## src/rtl/core/segment_to_quad_extruder_core_defines.svh

```systemverilog
// assertion macros for the segment to quad extruder core
// used by the modules that carry concurrent checks
`ifndef SEGMENT_TO_QUAD_EXTRUDER_CORE_DEFINES_SVH
`define SEGMENT_TO_QUAD_EXTRUDER_CORE_DEFINES_SVH

// same-cycle implication
`define SQE_ASSERT_IMP(lbl, clk, rst, ante, cons) \
   lbl: assert property (@(posedge clk) disable iff (rst) (ante) |-> (cons)) \
      else $error("sqe check failed");

// next-cycle implication
`define SQE_ASSERT_NXT(lbl, clk, rst, ante, cons) \
   lbl: assert property (@(posedge clk) disable iff (rst) (ante) |=> (cons)) \
      else $error("sqe check failed");

`endif

```

## src/rtl/core/sqe_pkg.sv

```systemverilog
// shared types, widths, register indexes and reset values of the extruder
// no dependencies
`timescale 1ns / 1ps

package sqe_pkg;

   localparam int COORD_W     = 32;
   localparam int DIFF_W      = 33;
   localparam int VEC_W       = 34;
   localparam int NORM_W      = 16;
   localparam int OFF_W       = 24;
   localparam int WIDTH_W     = 23;
   localparam int MINLEN_W    = 17;
   localparam int VCOS_W      = 15;
   localparam int VIDX_W      = 32;
   localparam int CSR_IDX_W   = 2;
   localparam int FIFO_DEPTH  = 4;
   localparam int FIFO_AW     = 2;
   localparam int REQ_TDATA_W = 6 * COORD_W;
   localparam int RSP_TDATA_W = 3 * COORD_W + 3 * NORM_W + VIDX_W;
   localparam int RSP_TUSER_W = 2;

   localparam logic [CSR_IDX_W-1:0] CSR_RAPID_WIDTH  = 2'd0;
   localparam logic [CSR_IDX_W-1:0] CSR_CUT_WIDTH    = 2'd1;
   localparam logic [CSR_IDX_W-1:0] CSR_MIN_LENGTH   = 2'd2;
   localparam logic [CSR_IDX_W-1:0] CSR_VERTICAL_COS = 2'd3;

   localparam logic [WIDTH_W-1:0]  RAPID_WIDTH_RST  = 23'd13107;
   localparam logic [WIDTH_W-1:0]  CUT_WIDTH_RST    = 23'd32768;
   localparam logic [MINLEN_W-1:0] MIN_LENGTH_RST   = 17'd7;
   localparam logic [VCOS_W-1:0]   VERTICAL_COS_RST = 15'd16368;

   localparam logic [NORM_W-1:0] Q14_ONE = 16'd16384;

   typedef struct packed {
      logic [WIDTH_W-1:0]  rapid_width;
      logic [WIDTH_W-1:0]  cut_width;
      logic [MINLEN_W-1:0] min_length;
      logic [VCOS_W-1:0]   vertical_cos;
   } cfg_type;

   typedef struct packed {
      logic [2:0][COORD_W-1:0] start_pt;
      logic [2:0][COORD_W-1:0] end_pt;
      logic [2:0][DIFF_W-1:0]  diff;
      logic                    rapid;
      logic                    short_seg;
   } seg_type;

   typedef struct packed {
      logic                   done;
      logic                   zero;
      logic [2:0][NORM_W-1:0] q;
   } norm_rsp_type;

   function automatic logic [DIFF_W-1:0] mag33(input logic [DIFF_W-1:0] x);
      mag33 = x[DIFF_W-1] ? (~x + 33'd1) : x;
   endfunction

endpackage

```

## src/rtl/core/sqe_front.sv

```systemverilog
// front end: takes segment items, forms the direction and sorts them
// uses sqe_pkg; feeds the queue in front of sqe_back
`timescale 1ns / 1ps

module sqe_front (
   input  logic                             req_tvalid,
   output logic                             req_tready,
   input  logic [sqe_pkg::REQ_TDATA_W-1:0]  req_tdata,
   input  logic                             req_tuser,
   input  logic                             fifo_full,
   output logic                             push,
   output sqe_pkg::seg_type                 seg
);

   logic [sqe_pkg::COORD_W-1:0] s_pt, e_pt;
   logic [sqe_pkg::DIFF_W-1:0]  d, dm;
   logic                        nonzero, short_seg;

   always_comb begin
      nonzero   = 1'b0;
      short_seg = 1'b1;
      seg       = '0;
      for (int i = 0; i < 3; i++) begin
         s_pt = req_tdata[i*sqe_pkg::COORD_W +: sqe_pkg::COORD_W];
         e_pt = req_tdata[(i+3)*sqe_pkg::COORD_W +: sqe_pkg::COORD_W];
         d    = {e_pt[sqe_pkg::COORD_W-1], e_pt} - {s_pt[sqe_pkg::COORD_W-1], s_pt};
         dm   = sqe_pkg::mag33(d);
         if (d != '0) begin
            nonzero = 1'b1;
         end
         if (dm[sqe_pkg::DIFF_W-1:17] != '0) begin
            short_seg = 1'b0;
         end
         seg.start_pt[i] = s_pt;
         seg.end_pt[i]   = e_pt;
         seg.diff[i]     = d;
      end
      seg.rapid     = req_tuser;
      seg.short_seg = short_seg;
      req_tready    = !fifo_full;
      // zero-length items are dropped here
      push          = req_tvalid && req_tready && nonzero;
   end

endmodule

```

## config.mk

```make
export PLATFORM = sky130hd
export DESIGN_NAME = sqe_front
export DESIGN_NICKNAME = d
export VERILOG_FILES = /design/src/rtl/core/segment_to_quad_extruder_core_defines.svh /design/src/rtl/core/sqe_pkg.sv /design/src/rtl/core/sqe_front.sv
export SDC_FILE = /design/constraint.sdc
export NUM_CORES = 1
export LEC_CHECK = 0
export ABC_AREA = 1
export CAP_MARGIN = 0
export CORE_MARGIN = 10
export CORE_UTILIZATION = 40
export DETAILED_ROUTE_END_ITERATION = 8
export DONT_BUFFER_PORTS = 1
export PLACE_DENSITY_LB_ADDON = 0.1
export SETUP_SLACK_MARGIN = 0.5
export SLEW_MARGIN = 25
export SYNTH_ARGS = -nofsm -noshare
export SYNTH_HDL_FRONTEND = slang
export SYNTH_SLANG_ARGS = --single-unit
```

## constraint.sdc

```tcl
create_clock -name vclk -period 6.3
set_clock_uncertainty 0.1 [all_clocks]
set_input_delay 0.945 -clock vclk [all_inputs]
set_output_delay 0.945 -clock vclk [all_outputs]
set_load 0.05 [all_outputs]
```

==> impl_table.tex, run 1 <==
\begin{tabular}{lr}
\hline
Metric & Value \\
\hline
\multicolumn{2}{l}{\textbf{Run status}} \\
Result of the run & finished, final reports clean \\
\multicolumn{2}{l}{\textbf{Worst hold path}} \\
Classification of the worst-slack hold path & in -> out \\
Destination of the worst hold path & seg[136] \\
Min-Delay Startpoint & req\_tdata[131] \\
Number of instances on the worst hold path & 0 \\
\multicolumn{2}{l}{\textbf{Synth}} \\
Area share of the leading cell type in the synthesized netlist & 31.85\% \\
Number of warnings issued by yosys & 0 \\
Mapped Cells & 2,668 \\
Part of the Yosys area used for sequential elements & 0\% \\
Synth top area cells & sky130\_fd\_sc\_hd\_\_nand2\_1 32\%, sky130\_fd\_sc\_hd\_\_inv\_1 17\%, sky130\_fd\_sc\_hd\_\_buf\_4 12\%, sky130\_fd\_sc\_hd\_\_ha\_1 9.5\%, sky130\_fd\_sc\_hd\_\_nand3\_1 9.3\% \\
Most frequently used cell type in the post-synthesis netlist & sky130\_fd\_sc\_hd\_\_nand2\_1 \\
Most instantiated cells after synthesis & 1,075 x sky130\_fd\_sc\_hd\_\_nand2\_1, 559 x sky130\_fd\_sc\_hd\_\_inv\_1, 235 x sky130\_fd\_sc\_hd\_\_nand3\_1 \\
Netlist area before placement & 12,670 um\^{}2 \\
Mapped Nets & 2,962 \\
Syn\_area\_per\_cell & 4.748 um\^{}2 \\
Leading area contributor after synthesis & sky130\_fd\_sc\_hd\_\_nand2\_1 \\
Synth unique cells & 37 \\
\multicolumn{2}{l}{\textbf{Detailed routing}} \\
Routed via count divided by cell count & 4.980 \\
Length of the first detailed-routing pass in iterations & 7 \\
Wire length per cell & 16.23 um \\
Remaining antenna violation count after routing & 0 \\
Detailed-route via count & 14,382 \\
Remaining design rule violation count & 0 \\
Drt first-iter violations & 828 \\
Total wirelength of the detailed-routed design & 46.87 mm \\
\multicolumn{2}{l}{\textbf{Timing}} \\
Setup TNS & 0 ns \\
Final Slew Violations & 0 \\
Tightest slew margin relative to the limit & 49.30\% \\
Portion of the clock cycle consumed by the worst path in the final layout & 87.74\% \\
Slew of the pin with the lowest slew margin & 0.7587 ns \\
Final setup violation count & 0 \\
Fin crit period & 5.528 ns \\
Unrepaired setup endpoints after global routing & false \\
Peak Freq & 180.9 MHz \\
Min setup slack post-route & 0.7722 ns \\
Number of failing hold endpoints at the final stage & 0 \\
\multicolumn{2}{l}{\textbf{Layout}} \\
Final core utilization & 37.74\% \\
Share of layout cells above drive strength 1 & 5.149\% \\
Number of antenna repair diodes & 0 \\
Synthesis-to-layout area growth & -6.470\% \\
Non-Filler Cell Area, Final & 11,850 um\^{}2 \\
Final sequential cell count & 0 \\
Filler cells & 3,793 \\
Register Area & 0 um\^{}2 \\
Number of clock buffers in the layout & 0 \\
Final net count & 2,782 \\
\multicolumn{2}{l}{\textbf{Die}} \\
Initial core utilization & 40.35\% \\
Height of the chip & 198.0 um \\
I/O Pins & 490 \\
Die Area & 39,190 um\^{}2 \\
Std-Cell Core Area & 31,390 um\^{}2 \\
Rows & 65 \\
Die width & 198.0 um \\
\multicolumn{2}{l}{\textbf{Pwr}} \\
Worst IR Drop VDD & 54.87 uV \\
Power per unit of standard cell area & 152.3 nW/um\^{}2 \\
Static leakage & 7.868 nW \\
\multicolumn{2}{l}{\textbf{Placed design}} \\
Worst-case setup slack after placement & 0.4657 ns \\
Placed wire-length estimate & 42.43 mm \\
Buffers added on ports & 0 \\
Routability cong. & 0.9638 \\
Placed instance area & 11,800 um\^{}2 \\
\multicolumn{2}{l}{\textbf{Global route}} \\
Number of antenna violations at the first check in global routing & 1 \\
Largest net degree at the start of global routing & 27 \\
Number of global-route vias before repair & 13,397 \\
Grt total ovfl & 0 \\
Global-route wire length before repair & 71.90 mm \\
Global-route usage over all layers & 22.69\% \\
\multicolumn{2}{l}{\textbf{Setup path}} \\
CP Capture Type & primary output \\
Launching element type of the critical path & primary input \\
Required time of the critical path & 5.25 ns \\
CP arrival & 4.48 ns \\
Critical path class & in -> out \\
Top fanout value on the critical path & 4 \\
\multicolumn{2}{l}{\textbf{Flow run}} \\
Max-capacitance violation count & 0 \\
\multicolumn{2}{l}{\textbf{Clock network}} \\
Hold Buf Count CTS & 0 \\
\hline
\end{tabular}
-- routing by layer --
layer	share of wire, %	GRT usage (%)	routed length [um]	up-vias
li1	-	-	-	7494
met1	43	26.70	19970	6377
met2	48	41.37	22620	462
met3	7.3	4.804	3404	47
met4	1.9	4.214	869	2
met5	0.023	0	11	-
-- where the power goes --
| part | leakage [nW] | internal (W) | switching, W |
|---|---|---|---|
| Sequential | 0 | 0 | 0 |
| Clock | 0 | 0 | 0 |
| Combinational | 7.87 | 0.000418 | 0.00139 |
| Total | 7.87 | 0.000418 | 0.00139 |
-- cells by family (layout without fill, tap and decap cells) --
| logic type | Yosys count | count (layout) | share of synthesized area, % |
|---|---|---|---|
| AO/OA/AOI/OAI | 87 | 87 | 3.754 |
| XOR/XNOR | 6 | 6 | 0.4149 |
| adder cells (fa/ha/maj) | 99 | 99 | 9.957 |
| buffers and inverters | 779 | 597 | 29.07 |
| AND/OR/NAND/NOR | 1697 | 1697 | 56.81 |
-- through the flow --
step / std cells / power [W] / hold WS (ns)
after detailed placement: 2888 / 0.001794 / 1.790
after CTS: 2888 / 0.001801 / 1.790
after global placement: 2888 / 0.001785 / 1.790
after global routing: 2888 / 0.001999 / 1.790
after floorplan: 2668 / 0.001727 / 1.957
final: 2888 / 0.001804 / 1.790
-- layout make-up --
class | instances | area (um^2) | area share [%]
Timing Repair Buffer | 20 | 153.9 | 1.299
Inverter | 577 | 2175 | 18.35
Tap cell | 402 | 503.0 | 4.245
Multi-Input combinational cell | 1889 | 9016 | 76.10
-- worst max-delay path: stages --
cell	delay (ns)
sky130_fd_sc_hd__inv_1	0.03
sky130_fd_sc_hd__ha_1	0.20
sky130_fd_sc_hd__fa_1	0.41
sky130_fd_sc_hd__inv_1	0.13
sky130_fd_sc_hd__nand3_1	0.10
sky130_fd_sc_hd__nand2_1	0.16
sky130_fd_sc_hd__nand2_1	0.09
sky130_fd_sc_hd__nand2_1	0.13
sky130_fd_sc_hd__nand2_1	0.08
sky130_fd_sc_hd__nand2_1	0.15
sky130_fd_sc_hd__nand2_1	0.07
sky130_fd_sc_hd__nand2_1	0.13
sky130_fd_sc_hd__clkinvlp_4	0.33
sky130_fd_sc_hd__nor2_4	0.23
sky130_fd_sc_hd__nand3_1	0.14
sky130_fd_sc_hd__o21ai_2	0.26
sky130_fd_sc_hd__nand2_1	0.07
sky130_fd_sc_hd__a21oi_1	0.21
sky130_fd_sc_hd__nand2_1	0.08
sky130_fd_sc_hd__nor2_1	0.11
sky130_fd_sc_hd__nand2_1	0.07
sky130_fd_sc_hd__nor2_2	0.16
sky130_fd_sc_hd__buf_6	0.19
-- repair_timing --
item,in CTS,in global routing
setup endpoints to repair,1,1
pin swaps,0,2
resized for setup,1,15
buffers inserted,0,0
-- how the worst max path moves through the flow --
stage / startpoint / to / slack (ns) / cells after the start
final: req_tdata[128] / seg[0] / 0.77 / 23
after global routing: req_tdata[128] / seg[0] / 0.50 / 25
after CTS: req_tdata[128] / seg[0] / 0.59 / 22
after detailed placement: req_tdata[19] / seg[0] / 0.47 / 21
after global placement: req_tdata[19] / seg[0] / 0.45 / 21
after floorplan: req_tdata[128] / seg[0] / 1.37 / 21
-- placed cells by master, fill, tap and decap left out, types with 7 or more instances in the layout --
master / count
sky130_fd_sc_hd__a21oi_1: 60
sky130_fd_sc_hd__and2_1: 7
sky130_fd_sc_hd__buf_4: 19
sky130_fd_sc_hd__ha_1: 96
sky130_fd_sc_hd__inv_1: 558
sky130_fd_sc_hd__inv_2: 12
sky130_fd_sc_hd__nand2_1: 1069
sky130_fd_sc_hd__nand2_2: 36
sky130_fd_sc_hd__nand3_1: 235
sky130_fd_sc_hd__nand3_2: 14
sky130_fd_sc_hd__nand3b_1: 9
sky130_fd_sc_hd__nand4_1: 49
sky130_fd_sc_hd__nor2_1: 217
sky130_fd_sc_hd__nor2_2: 24
sky130_fd_sc_hd__nor3_1: 17
sky130_fd_sc_hd__o21ai_0: 8
No activity file was read; power rests on OpenSTA's default activity.
==> run 2: changes to the inputs <==
- CORE_AREA: default -> 10 10 184 186
- CORE_MARGIN: 10 -> default
- CORE_UTILIZATION: 40 -> default
- DIE_AREA: default -> 0 0 194 196
==> impl_table.tex, run 2 (same netlist as run 1, synthesis figures left out) <==
\begin{tabular}{lr}
\hline
Metric & Value \\
\hline
\multicolumn{2}{l}{\textbf{Layout}} \\
Register Area & 0 um\^{}2 (unchanged) \\
Non-Filler Cell Area, Final & 11,920 um\^{}2 (+0.59\%) \\
Filler-free cell count of the finished design & 2,895 (+0.24\%) \\
Number of antenna repair diodes & 0 (unchanged) \\
Most frequent cells in the layout & 1,073 x sky130\_fd\_sc\_hd\_\_nand2\_1, 559 x sky130\_fd\_sc\_hd\_\_inv\_1, 235 x sky130\_fd\_sc\_hd\_\_nand3\_1, 218 x sky130\_fd\_sc\_hd\_\_nor2\_1, 96 x sky130\_fd\_sc\_hd\_\_ha\_1 \\
Final sequential cell count & 0 (unchanged) \\
Share of layout cells above drive strength 1 & 5.402\% (+0.25 points) \\
Final core utilization & 39.37\% (+1.6 points) \\
Final net count & 2,795 (+0.47\%) \\
Number of clock buffers in the layout & 0 (unchanged) \\
Synthesis-to-layout area growth & -5.916\% \\
Leading cell type in the layout, fill and taps excluded & sky130\_fd\_sc\_hd\_\_nand2\_1 \\
\multicolumn{2}{l}{\textbf{Placed design}} \\
Routability cong. & 0.9712 (+0.77\%) \\
Placed wire-length estimate & 41.59 mm (-2.0\%) \\
Placed instance area & 11,890 um\^{}2 (+0.76\%) \\
Buffers added on ports & 0 (unchanged) \\
Number of placed instances with taps included & 2,895 (+0.24\%) \\
\multicolumn{2}{l}{\textbf{Die}} \\
Die width & 194 um (-2.0\%) \\
I/O Pins & 490 (unchanged) \\
Height of the chip & 196 um (-0.99\%) \\
Initial core utilization & 41.85\% (+1.5 points) \\
Std-Cell Core Area & 30,270 um\^{}2 (-3.6\%) \\
Rows & 64 (-1.5\%) \\
Die Area & 38,020 um\^{}2 (-3.0\%) \\
\multicolumn{2}{l}{\textbf{Timing}} \\
Tightest slew margin relative to the limit & 52.25\% (+2.9 points) \\
Slew of the pin with the lowest slew margin & 0.7146 ns (-0.04413 ns) \\
Final Slew Violations & 0 (unchanged) \\
Unrepaired setup endpoints after global routing & false \\
Final setup violation count & 0 (unchanged) \\
Peak Freq & 182.9 MHz (+1.1\%) \\
Fin Hold WS & 1.790 ns (+0.00001000 ns) \\
Number of failing hold endpoints at the final stage & 0 (unchanged) \\
Fin crit period & 5.467 ns (-0.06078 ns) \\
Setup TNS & 0 ns (unchanged) \\
Portion of the clock cycle consumed by the worst path in the final layout & 86.78\% (-0.96 points) \\
\multicolumn{2}{l}{\textbf{Detailed routing}} \\
Remaining antenna violation count after routing & 0 (unchanged) \\
Drt first-iter violations & 773 (-6.6\%) \\
Length of the first detailed-routing pass in iterations & 5 (-2) \\
Routed via count divided by cell count & 4.945 (-0.69\%) \\
Wire length per cell & 15.79 um (-2.7\%) \\
Total wirelength of the detailed-routed design & 45.71 mm (-2.5\%) \\
Remaining design rule violation count & 0 (unchanged) \\
Detailed-route via count & 14,317 (-0.45\%) \\
\multicolumn{2}{l}{\textbf{Setup path}} \\
Critical path's slowest cell & sky130\_fd\_sc\_hd\_\_ha\_1 \\
Critical path class & in -> out \\
Required time of the critical path & 5.25 ns (about the same) \\
Launching element type of the critical path & primary input \\
Most frequent cell on the critical path & sky130\_fd\_sc\_hd\_\_nand2\_1 \\
CP Capture Type & primary output \\
CP arrival & 4.42 ns (-0.06 ns) \\
Top fanout value on the critical path & 6 (+2) \\
Ordered list of cells on the worst path & inv\_1, ha\_1, nand2\_1, nor2\_1, nand2\_1, nor4\_2, nand2\_1, nand3\_1, nand2\_2, nor2\_1, nand2\_1, o21ai\_1, nand2\_1, nand2\_1, nand2\_1, nor2\_1, nand2\_1, nor2\_1, nand2\_1, nor2\_1, buf\_4 \\
Crit path largest cell delay & 0.39 ns (-0.02 ns) \\
\multicolumn{2}{l}{\textbf{Global route}} \\
Largest net degree at the start of global routing & 27 (unchanged) \\
Number of antenna violations at the first check in global routing & 0 (-1) \\
Number of global-route vias before repair & 13,492 (+0.71\%) \\
Grt total ovfl & 0 (unchanged) \\
Global-route usage over all layers & 22.53\% (-0.16 points) \\
Global-route wire length before repair & 71.15 mm (-1.0\%) \\
\multicolumn{2}{l}{\textbf{Flow run}} \\
Max-capacitance violation count & 0 (unchanged) \\
\multicolumn{2}{l}{\textbf{Pwr}} \\
Power per unit of standard cell area & 151.8 nW/um\^{}2 (-0.32\%) \\
Static leakage & 7.936 nW (+0.86\%) \\
Worst IR Drop VDD & 65.10 uV (+19\%) \\
\multicolumn{2}{l}{\textbf{Clock network}} \\
\# Post-CTS Setup Buffers & 0 (unchanged) \\
\multicolumn{2}{l}{\textbf{Worst hold path}} \\
Classification of the worst-slack hold path & in -> out \\
\multicolumn{2}{l}{\textbf{Run status}} \\
Result of the run & finished, final reports clean \\
\hline
\end{tabular}
run 2: cell count changes in the layout (fill, tap and decap cells not counted):
cell	previous run	this run
sky130_fd_sc_hd__nand2_1	1069	1073
sky130_fd_sc_hd__nor2_2	24	23
sky130_fd_sc_hd__buf_6	1	0
sky130_fd_sc_hd__buf_4	19	33
sky130_fd_sc_hd__nand2_2	36	32
sky130_fd_sc_hd__inv_1	558	559
sky130_fd_sc_hd__nor2_1	217	218
sky130_fd_sc_hd__clkinvlp_4	1	0
run 2: area by class of cell:
class | count | area [um^2]
Timing Repair Buffer | 33 | 247.7
Inverter | 577 | 2171
Fill cell | 3693 | 18350
Multi-Input combinational cell | 1889 | 9004
Tap cell | 396 | 495.5
run 2: final timing paths:
path                           start  endpoint  slack [ns]  cells after the start
worst max-delay path   req_tdata[19]    seg[0]        0.83                     21
worst min-delay path  req_tdata[131]  seg[136]        1.79                      0
run 2: through the flow:
| stage | power, W | setup WS, ns |
|---|---|---|
| 4_1_cts | 0.001811 | 0.5822 |
| 3_3_place_gp | 0.001795 | 0.3289 |
| 3_5_place_dp | 0.001804 | 0.3537 |
| 2_1_floorplan | 0.001727 | 1.366 |
| 5_1_grt | 0.002009 | 0.5236 |
| 6_report | 0.001809 | 0.8330 |
run 2: worst max-delay path, delay by kind of cell:
kind                       cells  cell delay [ns]
adders and majority gates      1             0.39
buffers and inverters          2             0.27
and+or+nand+nor               17             2.63
AOI/OAI and AO/OA              1             0.18
run 2: routing by layer:
metal	vias to the layer above	part of all wire (%)	wire [um]	GRT usage, %
li1	7540	-	-	-
met1	6239	42	19310	26.31
met2	489	49	22200	41.79
met3	49	7.0	3209	4.075
met4	0	2.2	992	4.560
met5	-	0	0	0
run 2: power by group:
group	total, W	internal [W]	leakage [nW]	switching (W)
Sequential	0	0	0	0
Clock	0	0	0	0
Combinational	0.00181	0.000435	7.94	0.00137
run 2: what timing repair did:
action / in CTS / in global routing
endpoints found under the setup margin: 1 / 1
pin swaps: 0 / 0
gates resized for setup: 1 / 8
hold buffers: 0 / 0
==> run 3: changes to the inputs <==
- CORE_AREA: 10 10 184 186 -> default
- CORE_ASPECT_RATIO: default -> 0.8
- CORE_MARGIN: default -> 10
- CORE_UTILIZATION: default -> 45
- DIE_AREA: 0 0 194 196 -> default
==> impl_table.tex, run 3 (same netlist as run 1, synthesis figures left out) <==
\begin{tabular}{lr}
\hline
Metric & Value \\
\hline
\multicolumn{2}{l}{\textbf{Run status}} \\
Result of the run & finished, final reports clean \\
\multicolumn{2}{l}{\textbf{Timing}} \\
Fin Hold WS & 1.790 ns (-0.00001000 ns) \\
Number of failing hold endpoints at the final stage & 0 (unchanged) \\
Unrepaired setup endpoints after global routing & false \\
Final Slew Violations & 0 (unchanged) \\
Fin crit period & 5.553 ns (+0.08582 ns) \\
Setup TNS & 0 ns (unchanged) \\
Final setup violation count & 0 (unchanged) \\
Peak Freq & 180.1 MHz (-1.5\%) \\
Tightest slew margin relative to the limit & 39.17\% (-13 points) \\
Portion of the clock cycle consumed by the worst path in the final layout & 88.14\% (+1.4 points) \\
Slew of the pin with the lowest slew margin & 0.9091 ns (+0.1945 ns) \\
\multicolumn{2}{l}{\textbf{Detailed routing}} \\
Remaining design rule violation count & 0 (unchanged) \\
Detailed-route via count & 14,501 (+1.3\%) \\
Wire length per cell & 17.08 um (+8.2\%) \\
Drt first-iter violations & 1,219 (+58\%) \\
Routed via count divided by cell count & 5.058 (+2.3\%) \\
Total wirelength of the detailed-routed design & 48.98 mm (+7.2\%) \\
Length of the first detailed-routing pass in iterations & 6 (+1) \\
Remaining antenna violation count after routing & 0 (unchanged) \\
\multicolumn{2}{l}{\textbf{Flow run}} \\
Max-capacitance violation count & 0 (unchanged) \\
\multicolumn{2}{l}{\textbf{Layout}} \\
Filler cells & 3,293 (-11\%) \\
Most frequent cells in the layout & 1,071 x sky130\_fd\_sc\_hd\_\_nand2\_1, 559 x sky130\_fd\_sc\_hd\_\_inv\_1, 235 x sky130\_fd\_sc\_hd\_\_nand3\_1, 218 x sky130\_fd\_sc\_hd\_\_nor2\_1, 96 x sky130\_fd\_sc\_hd\_\_ha\_1 \\
Final sequential cell count & 0 (unchanged) \\
Final net count & 2,799 (+0.14\%) \\
Number of antenna repair diodes & 0 (unchanged) \\
Synthesis-to-layout area growth & -6.006\% (about the same) \\
Share of layout cells above drive strength 1 & 5.593\% (+0.19 points) \\
Leading cell type in the layout, fill and taps excluded & sky130\_fd\_sc\_hd\_\_nand2\_1 \\
Register Area & 0 um\^{}2 (unchanged) \\
Number of clock buffers in the layout & 0 (unchanged) \\
\multicolumn{2}{l}{\textbf{Worst hold path}} \\
Min-Delay Startpoint & req\_tdata[178] \\
Destination of the worst hold path & seg[183] \\
Classification of the worst-slack hold path & in -> out \\
Number of instances on the worst hold path & 0 (unchanged) \\
\multicolumn{2}{l}{\textbf{Setup path}} \\
Critical path class & in -> out \\
Launching element type of the critical path & primary input \\
Crit path largest cell delay & 0.41 ns (+0.02 ns) \\
Most frequent cell on the critical path & sky130\_fd\_sc\_hd\_\_nand2\_1 \\
Critical path's slowest cell & sky130\_fd\_sc\_hd\_\_fa\_1 \\
CP Capture Type & primary output \\
Top fanout value on the critical path & 4 (-2) \\
CP arrival & 4.51 ns (+0.09 ns) \\
Required time of the critical path & 5.25 ns (about the same) \\
\multicolumn{2}{l}{\textbf{Die}} \\
Rows & 54 (-16\%) \\
Height of the chip & 170.1 um (-13\%) \\
Die Area & 35,300 um\^{}2 (-7.2\%) \\
Initial core utilization & 46.06\% (+4.2 points) \\
I/O Pins & 490 (unchanged) \\
Die width & 207.6 um (+7.0\%) \\
Std-Cell Core Area & 27,500 um\^{}2 (-9.2\%) \\
\multicolumn{2}{l}{\textbf{Global route}} \\
Global-route usage over all layers & 25.92\% (+3.4 points) \\
Number of antenna violations at the first check in global routing & 0 (unchanged) \\
Global-route wire length before repair & 74.29 mm (+4.4\%) \\
Largest net degree at the start of global routing & 27 (unchanged) \\
Grt total ovfl & 0 (unchanged) \\
Number of global-route vias before repair & 13,169 (-2.4\%) \\
\multicolumn{2}{l}{\textbf{Placed design}} \\
Placed wire-length estimate & 44.66 mm (+7.4\%) \\
Routability cong. & 0.9638 (-0.76\%) \\
Buffers added on ports & 0 (unchanged) \\
\multicolumn{2}{l}{\textbf{Clock network}} \\
Hold Buf Count CTS & 0 (unchanged) \\
\multicolumn{2}{l}{\textbf{Pwr}} \\
Worst IR Drop VDD & 74.00 uV (+14\%) \\
Power per unit of standard cell area & 156.1 nW/um\^{}2 (+2.9\%) \\
Static leakage & 7.956 nW (+0.26\%) \\
\hline
\end{tabular}
[run 3: final cells by class]
type	instances	area [um^2]	area share [%]
well taps	364	455.4	3.825
inverters	577	2171	18.23
multi-input cells	1889	9002	75.61
repair buffers	37	277.8	2.333
[run 3: how the worst max path moves through the flow]
stage,end,cells after the start,slack [ns],start
2_1_floorplan,seg[0],21,1.37,req_tdata[128]
3_3_place_gp,seg[0],24,0.74,req_tdata[160]
3_5_place_dp,seg[0],24,0.73,req_tdata[160]
4_1_cts,seg[0],24,0.73,req_tdata[160]
5_1_grt,seg[0],26,0.50,req_tdata[160]
6_report,seg[0],27,0.75,req_tdata[128]
[run 3: per-layer routing]
| metal | up-vias | global-route usage, % | wire, um |
|---|---|---|---|
| li1 | 7539 | - | - |
| met5 | - | 0 | 0 |
| met4 | 0 | 3.896 | 865 |
| met3 | 35 | 3.879 | 3355 |
| met2 | 561 | 43.84 | 21860 |
| met1 | 6366 | 34.71 | 22900 |
[run 3: critical path, delay by kind of cell]
family	cells	cell delay (ns)
simple gates	21	2.32
buf+inv	4	0.64
fa+ha+maj	2	0.60
[run 3: metrics by stage]
stage / instance area [um^2] / util, % / setup WS, ns / std cells / power, W
6_report: 11910 / 43.30 / 0.7472 / 2867 / 0.001859
5_1_grt: 11910 / 43.30 / 0.5019 / 2867 / 0.002043
4_1_cts: 11880 / 43.22 / 0.7263 / 2867 / 0.001844
3_5_place_dp: 11880 / 43.22 / 0.7302 / 2867 / 0.001837
3_3_place_gp: 11880 / 43.22 / 0.7350 / 2867 / 0.001833
2_1_floorplan: 12670 / - / 1.366 / 2668 / 0.001727
[run 3: timing repair]
action,4_1_cts,5_1_grt
resized for setup,0,10
endpoints found under the hold margin,0,0
setup endpoints to repair,0,1
buffers inserted,0,0
[run 3: report_power, final]
group	internal, W	total (W)	switching [W]
Clock	0	0	0
Sequential	0	0	0
Combinational	0.000443	0.00186	0.00142
